==> config.mk <==
export PLATFORM = sky130hd
export DESIGN_NAME = aas_op_stage
export DESIGN_NICKNAME = d
export VERILOG_FILES = /design/src/rtl/aas_pkg.sv /design/src/rtl/aas_op_stage.sv
export SDC_FILE = /design/constraint.sdc
export NUM_CORES = 2
export LEC_CHECK = 0
export ABC_AREA = 1
export BUFFER_PORTS_ARGS = -buffer_cell sky130_fd_sc_hd__buf_2
export CAP_MARGIN = 20
export CORE_AREA = 5 5 185 321
export CTS_BUF_LIST = sky130_fd_sc_hd__clkbuf_4
export CTS_CLUSTER_DIAMETER = 200
export DETAILED_ROUTE_END_ITERATION = 7
export DIE_AREA = 0 0 190 326
export PLACE_DENSITY = 0.85
export SETUP_SLACK_MARGIN = 0.1
export SLEW_MARGIN = 20
export SYNTH_ARGS = -nofsm -noshare
export SYNTH_HDL_FRONTEND = slang
export SYNTH_SLANG_ARGS = --single-unit
==> constraint.sdc <==
create_clock -name clk -period 0.8 [get_ports clk]
set_clock_uncertainty 0.15 [all_clocks]
set_input_delay 0.08 -clock clk [delete_from_list [all_inputs] [get_ports clk]]
set_output_delay 0.08 -clock clk [all_outputs]
set_load 0.02 [all_outputs]
==> src/rtl/aas_pkg.sv <==
package aas_pkg;

    // Operation codes of the action field.
    typedef enum logic [4:0] {
        ACT_ADD  = 5'd0,
        ACT_SUB  = 5'd1,
        ACT_SMIN = 5'd2,
        ACT_SMAX = 5'd3,
        ACT_UMIN = 5'd4,
        ACT_UMAX = 5'd5,
        ACT_SDIV = 5'd6,
        ACT_SMOD = 5'd7,
        ACT_UDIV = 5'd8,
        ACT_UMOD = 5'd9,
        ACT_MUL  = 5'd10,
        ACT_AND  = 5'd11,
        ACT_OR   = 5'd12,
        ACT_XOR  = 5'd13,
        ACT_STO  = 5'd14,
        ACT_RST  = 5'd15,
        ACT_STOP = 5'd16,
        ACT_ROR  = 5'd17,
        ACT_SCMP = 5'd18,
        ACT_UCMP = 5'd19,
        ACT_SHL  = 5'd20,
        ACT_SHR  = 5'd21,
        ACT_SAR  = 5'd22
    } aas_action_t;

    // Operand width codes.
    localparam logic [1:0] WM_BYTE  = 2'd0;
    localparam logic [1:0] WM_WORD  = 2'd1;
    localparam logic [1:0] WM_DWORD = 2'd2;

    // Pre-adjust codes.
    localparam logic [1:0] PRE_NONE = 2'd0;
    localparam logic [1:0] PRE_DIV  = 2'd1;
    localparam logic [1:0] PRE_MOD  = 2'd2;

    // Store request codes.
    localparam logic [1:0] STORE_NONE = 2'd0;
    localparam logic [1:0] STORE_TEMP = 2'd1;
    localparam logic [1:0] STORE_PERM = 2'd2;

    // Comparison result codes.
    localparam logic [31:0] CMP_LESS    = 32'd0;
    localparam logic [31:0] CMP_EQUAL   = 32'd1;
    localparam logic [31:0] CMP_GREATER = 32'd2;

    // Shift and rotate amounts use the low five bits.
    localparam logic [31:0] SHIFT_MASK = 32'h1F;

    // Beat payload carried alongside the pre-adjust divider.
    typedef struct packed {
        logic [4:0]  action;
        logic [1:0]  width_mode;
        logic        do_pre;
        logic        pre_mod;
        logic        fault;
        logic        neg_q;
        logic        neg_r;
        logic [31:0] value;
        logic [31:0] acc;
    } aas_pre_sb_t;

    // Beat payload carried alongside the operation divider.
    typedef struct packed {
        logic [4:0]  action;
        logic [1:0]  width_mode;
        logic        fault;
        logic        neg_q;
        logic        neg_r;
        logic [31:0] value;
        logic [31:0] acc;
    } aas_op_sb_t;

    // Zero-extend from the operand width.
    function automatic logic [31:0] trunc_w(input logic [31:0] v, input logic [1:0] wm);
        logic [31:0] r;
        case (wm)
            WM_BYTE: r = {24'd0, v[7:0]};
            WM_WORD: r = {16'd0, v[15:0]};
            default: r = v;
        endcase
        return r;
    endfunction

    // Sign-extend from the operand width.
    function automatic logic [31:0] sext_w(input logic [31:0] v, input logic [1:0] wm);
        logic [31:0] r;
        case (wm)
            WM_BYTE: r = {{24{v[7]}}, v[7:0]};
            WM_WORD: r = {{16{v[15]}}, v[15:0]};
            default: r = v;
        endcase
        return r;
    endfunction

endpackage

==> src/rtl/aas_op_stage.sv <==
module aas_op_stage
    import aas_pkg::*;
(
    input  logic        clk,
    input  logic        rst_n,
    input  logic        in_valid,
    input  aas_op_sb_t  side,
    input  logic [31:0] quotient,
    input  logic [31:0] remainder,
    output logic        done,
    output logic [31:0] new_value,
    output logic [1:0]  store_kind,
    output logic [31:0] store_index,
    output logic [31:0] store_data,
    output logic        divide_fault
);

    logic [31:0] acc;
    logic [31:0] value;
    logic [31:0] uv;
    logic [31:0] sa;
    logic [31:0] sv;
    logic [4:0]  amt;
    logic [31:0] q_pat;
    logic [31:0] r_pat;
    logic [63:0] rot;
    logic [31:0] r;
    logic [1:0]  kind;
    logic [31:0] sidx;
    logic [31:0] sdata;

    logic        done_reg;
    logic [31:0] value_reg;
    logic [1:0]  kind_reg;
    logic [31:0] sidx_reg;
    logic [31:0] sdata_reg;
    logic        fault_reg;

    // Operands at the width and signed fix-up of the divider result.
    always_comb
    begin
        acc   = side.acc;
        value = side.value;
        uv    = trunc_w(value, side.width_mode);
        sa    = sext_w(acc, side.width_mode);
        sv    = sext_w(value, side.width_mode);
        amt   = uv[4:0] & SHIFT_MASK[4:0];
        q_pat = side.neg_q ? (32'd0 - quotient) : quotient;
        r_pat = side.neg_r ? (32'd0 - remainder) : remainder;
        rot   = {acc, acc} >> amt;
    end

    // Operation select.
    always_comb
    begin
        kind  = STORE_NONE;
        sidx  = '0;
        sdata = '0;
        case (side.action)
            ACT_ADD:  r = acc + value;
            ACT_SUB:  r = acc - value;
            ACT_SMIN: r = ($signed(sa) < $signed(sv)) ? sa : sv;
            ACT_SMAX: r = ($signed(sa) > $signed(sv)) ? sa : sv;
            ACT_UMIN: r = (acc < uv) ? acc : uv;
            ACT_UMAX: r = (acc > uv) ? acc : uv;
            ACT_SDIV, ACT_UDIV: r = (uv == 32'd0) ? acc : q_pat;
            ACT_SMOD, ACT_UMOD: r = (uv == 32'd0) ? acc : r_pat;
            ACT_MUL:  r = acc * value;
            ACT_AND:  r = acc & value;
            ACT_OR:   r = acc | value;
            ACT_XOR:  r = acc ^ value;
            ACT_STO, ACT_STOP:
            begin
                kind  = (side.action == ACT_STO) ? STORE_TEMP : STORE_PERM;
                sidx  = uv;
                sdata = sa;
                r     = acc;
            end
            ACT_ROR:  r = rot[31:0];
            ACT_SCMP: r = (sa == sv) ? CMP_EQUAL :
                          (($signed(sa) < $signed(sv)) ? CMP_LESS : CMP_GREATER);
            ACT_UCMP: r = (acc == uv) ? CMP_EQUAL : ((acc < uv) ? CMP_LESS : CMP_GREATER);
            ACT_SHL:  r = acc << amt;
            ACT_SHR:  r = acc >> amt;
            ACT_SAR:  r = $unsigned($signed(sa) >>> amt);
            default:  r = value;
        endcase
    end

    // Output register: one strobed beat per item.
    always_ff @(posedge clk or negedge rst_n)
    begin
        if (!rst_n)
        begin
            done_reg <= 1'b0;
        end
        else
        begin
            done_reg <= in_valid;
        end
    end

    always_ff @(posedge clk)
    begin
        value_reg <= trunc_w(r, side.width_mode);
        kind_reg  <= kind;
        sidx_reg  <= sidx;
        sdata_reg <= sdata;
        fault_reg <= side.fault;
    end

    assign done         = done_reg;
    assign new_value    = value_reg;
    assign store_kind   = kind_reg;
    assign store_index  = sidx_reg;
    assign store_data   = sdata_reg;
    assign divide_fault = fault_reg;

endmodule

==> flow_metrics.tcl, run 1 <==
set metrics [dict create \
    synth.distinct_cells 53 \
    synth_mux_area_share_pct 0.0276 \
    syn_area_per_cell_sq_um 6.06 \
    fp.dieH_um 326 \
    grt_start_max_net_pins 88 \
    synth_nets 6817 \
    syn_inst 5990 \
    h-tree-depth 3 \
    cts_buffer_depth 2 \
    grt_pass1_vias 68300 \
    grt_usage_pct 96.5 \
    synth_area_sq_um 36300 \
    grt_overflow_total 4752 \
    synth_area_leader_cell "fa_1" \
    ys_seq_elements 100 \
    portBuffers 240 \
    start_util_pct 63.9 \
    synthTopCellsByArea "fa_1 (23%), nand2_1 (18%), inv_1 (11%)" \
    synth-compound-area-share_pct 11.0 \
    cts_sinks 100 \
    status "aborted with a tool error" \
    cts_made_buffers 9 \
    synth_top_family_by_area "simple AND/OR/NAND/NOR gates" \
    dieWidth_um 190 \
    first-error "[ERROR GRT-0116] Global routing finished with congestion. Check the congestion regions in the DRC Viewer." \
    synth-adder-area-share_pct 32.1 \
    ys.flop_type "dfxtp_1" \
    hpwl_um 167000 \
    synth_xor_area_share_pct 1.86 \
    synthSimpleGateAreaFrac_pct 34.5 \
    place.gp.congestion 1.44 \
    grt_pass1_wl_um 461000 \
    synth_top_area_share_pct 22.6 \
    async_reset_ff_share_pct 1.00 \
    synth_warnings 0 \
    flow.stopped_at "global routing" \
    clock-root-buffer "clkbuf_4" \
    ios 241 \
    num_rows 116 \
    placedCellCount 7882 \
    synth_edf_count 0 \
    ys_seq_area_share_pct 5.53 \
]
## kinds of logic after synthesis
logic type	after synthesis
adders and majority gates	686
DFF	100
muxes	1
xor gates and xnor gates	77
and+or+nand+nor	3016
buffers and inverters	1404
AOI/OAI and AO/OA	706
## routing by layer
metal	track usage, %	GRT overflow
met5	51.3	11
met1	86.0	86
met3	76.4	50
met2	123	3488
met4	106	1117
## through the flow
stage / instance area [sq um] / worst slack (ns)
after floorplan: 37400 / -5.62
after global placement: 47500 / -5.91
after detailed placement: 47500 / -6.13
after CTS: 51200 / -4.97
## repair_timing
action | CTS
gates cloned | 10
hold endpoints to repair | 48
hold buffers | 5
endpoints found under the setup margin | 196
resized for setup | 836
setup buffers | 60
pin swaps | 236
## Yosys cell counts, types with 15 or more instances
cell and count:
a21oi_1 219, buf_1 82, buf_2 50, clkbuf_1 164, dfxtp_1 99, fa_1 409
ha_1 277, inv_1 1074, nand2_1 1734, nand3_1 608, nand3b_1 15, nand4_1 67
nor2_1 491, nor3_1 43, o211ai_1 65, o21ai_0 298, o22ai_1 19, or2_2 26
xnor2_1 18, xor2_1 59
==> run 2: changes to the inputs <==
--- a/config.mk
+++ b/config.mk
@@ -8,13 +8,10 @@
 export ABC_AREA = 1
 export BUFFER_PORTS_ARGS = -buffer_cell sky130_fd_sc_hd__buf_2
 export CAP_MARGIN = 20
-export CORE_AREA = 5 5 185 321
-export CTS_BUF_LIST = sky130_fd_sc_hd__clkbuf_4
-export CTS_CLUSTER_DIAMETER = 200
+export CORE_AREA = 5 5 308 310
 export DETAILED_ROUTE_END_ITERATION = 7
-export DIE_AREA = 0 0 190 326
-export PLACE_DENSITY = 0.85
-export SETUP_SLACK_MARGIN = 0.1
+export DIE_AREA = 0 0 313 315
+export PLACE_DENSITY_LB_ADDON = 0.15
 export SLEW_MARGIN = 20
 export SYNTH_ARGS = -nofsm -noshare
 export SYNTH_HDL_FRONTEND = slang
==> run 2 against run 1 <==
Compared with the run above:
- the flow now finishes, with violations (design-rule violations, negative hold slack, negative setup slack)
- area after synthesis did not move
- synthesized cell count did not move
==> flow_metrics.tcl, run 2 <==
set metrics [dict create \
    crit_path_frequent_cell "fa_1" \
    dieArea_sq_um 98600 \
    setup_ws_ns -5.31 \
    viasPerCell 5.56 \
    crit_path_end_kind "flop" \
    ys.flop_type "dfxtp_1" \
    p_per_area_nw_per_um2 3840 \
    arrival_ns 6.31 \
    start_util_pct 39.7 \
    synth.distinct_cells 53 \
    crit_family "adder cells" \
    rsz0062_at_grt "true" \
    antenna_left 0 \
    worstMarginPinSlew_ns 0.754 \
    first_pass_iters 8 \
    cts_buffer_depth 2 \
    synth_warnings 0 \
    ys_seq_area_share_pct 5.53 \
    cp.required_ns 1.00 \
    synth_area_leader_cell "fa_1" \
    final_cell_mix "nand2_1 (1,642), buf_4 (1,348), inv_1 (996), nand3_1 (584), fa_1 (386)" \
    ys_seq_elements 100 \
    syn_area_per_cell_sq_um 6.06 \
    async_reset_ff_share_pct 1.00 \
    slowest_delay_ns 0.54 \
    drc 4 \
    area_growth_pct 50.9 \
    cts_made_buffers 9 \
    fin_hold_ws_ns -0.0742 \
    clk_pin_slew_ns 0.09 \
    worstSetupPathType "input port to flop" \
    routed-via-count 48200 \
    post-route-min-period_ns 6.11 \
    layout.cells.non_filler 8662 \
    power_mw 210 \
    fin_crit_sh_pct 763 \
    grt_overflow_total 0 \
    placedCellCount 8532 \
    num_rows 111 \
    drive_above_1_share_pct 31.6 \
    slew_headroom_pct 49.2 \
    tns_ns -210.11 \
    yosysMostFrequentCell "nand2_1" \
    layout_commonest_cell "nand2_1" \
    h-tree-depth 3 \
    ir_worst_vdd_mv 7.09 \
    clock-root-buffer "clkbuf_16" \
    worst-path-buf-inv 9 \
    cts_sinks 100 \
    synth_area_sq_um 36300 \
    place.gp.congestion 1.13 \
    drt-initial-drc-count 5779 \
    fp.dieH_um 315 \
    antenna_found_initial 23 \
    final_util_pct 59.9 \
    portBuffers 240 \
    maxSlewViolCount 0 \
    cts.hold.buffers_added 4 \
    nNetsFinal 8288 \
    dieWidth_um 313 \
    synth_nets 6817 \
    setup_viol 196 \
    hpwl_um 189000 \
    fillers 8742 \
    wirelength_um 231000 \
    synth_edf_count 0 \
    crit_slowest_cell "fa_1" \
    synthTopCellsByCount "nand2_1 (1,734), inv_1 (1,074), nand3_1 (608)" \
    clock.fmax_ghz 0.164 \
    ios 241 \
    grt_pass1_wl_um 321000 \
    fp.coreArea_sq_um 91400 \
    cap_violations 0 \
    status "complete, but fails checks" \
    grt_pass1_vias 47100 \
    min-delay-path-class "input port to flop" \
    violations "design-rule violations, negative hold slack, negative setup slack" \
    cts_tree "done" \
    synthTopCellsByArea "fa_1 (23%), nand2_1 (18%), inv_1 (11%)" \
    grt_start_max_net_pins 51 \
    p_leak_nw 30.4 \
    wire_per_inst_um 26.6 \
    hold_viol_final 1 \
    synth_top_area_share_pct 22.6 \
    syn_inst 5990 \
    start_kind "input port" \
    place_ws_ns -6.25 \
    grt_usage_pct 45.0 \
    cp_max_fo 6 \
]
run 2: cell counts after synthesis:
Identical to the previous run, type by type.
run 2: cells by family after synthesis:
group	after synthesis	share of synthesized area [%]
mux	1	0.0276
simple gates	3016	34.5
flops	100	5.53
buf+inv	1404	14.9
compound gates	706	11.0
xor+xnor	77	1.86
fa+ha+maj	686	32.1
run 2: final timing paths:
check	endpoint	cells past startpoint	slack (ns)	start
worst max-delay path	new_value[31]	28	-5.31	side[12]
worst min-delay path	store_index[31]	4	-0.07	side[63]
max in group asynchronous	done	3	0.08	rst_n
min in group asynchronous	done	3	0.32	rst_n
run 2: final cells by class:
cell class	count	area, sq um	area share (%)
Multi-Input combinational cell	4487	31600	57.8
Timing Repair Buffer	1770	15100	27.5
Inverter	1093	4170	7.61
Sequential cell	100	2040	3.73
Tap cell	1186	1480	2.71
Clock buffer	9	225	0.411
Clock inverter	7	91.3	0.167
Antenna cell	10	25.0	0.0457
run 2: worst min-delay path, delay by kind of cell:
kind | cells | cell delay [ns]
buffers and inverters | 2 | 0.25
and+or+nand+nor | 2 | 0.13
run 2: metal layers:
layer / vias up / part of all wire (%) / global-route usage, % / wire [um]
met5: - / 0.047 / 0 / 109
met4: 16 / 9.5 / 32.8 / 22000
met3: 820 / 11 / 12.2 / 25400
met2: 2824 / 42 / 68.6 / 97600
met1: 23000 / 37 / 54.6 / 85600
li1: 21600 / - / - / -
run 2: report_power, final:
group	internal (mW)	switching [mW]	total, mW	leakage (nW)
clock	2.26	3.36	5.62	0.152
sequential	5.42	0.243	5.66	0.830
combinational	93.5	106	199	29.4
total	101	109	210	30.4
run 2: metrics by stage:
| step | hold WS (ns) | area (sq um) |
|---|---|---|
| final | -0.0742 | 54800 |
| after floorplan | -0.366 | 37400 |
| after detailed placement | -0.293 | 49900 |
| after global placement | -0.296 | 49900 |
| after global routing | -0.0822 | 54700 |
| after CTS | -0.104 | 53500 |
run 2: what timing repair did:
action	CTS	global route
setup buffers	67	36
pin swaps	202	185
resized for setup	601	282
gates cloned	13	4
setup endpoints to repair	196	196
hold endpoints to repair	4	1
No activity file was read; power rests on OpenSTA's default activity.
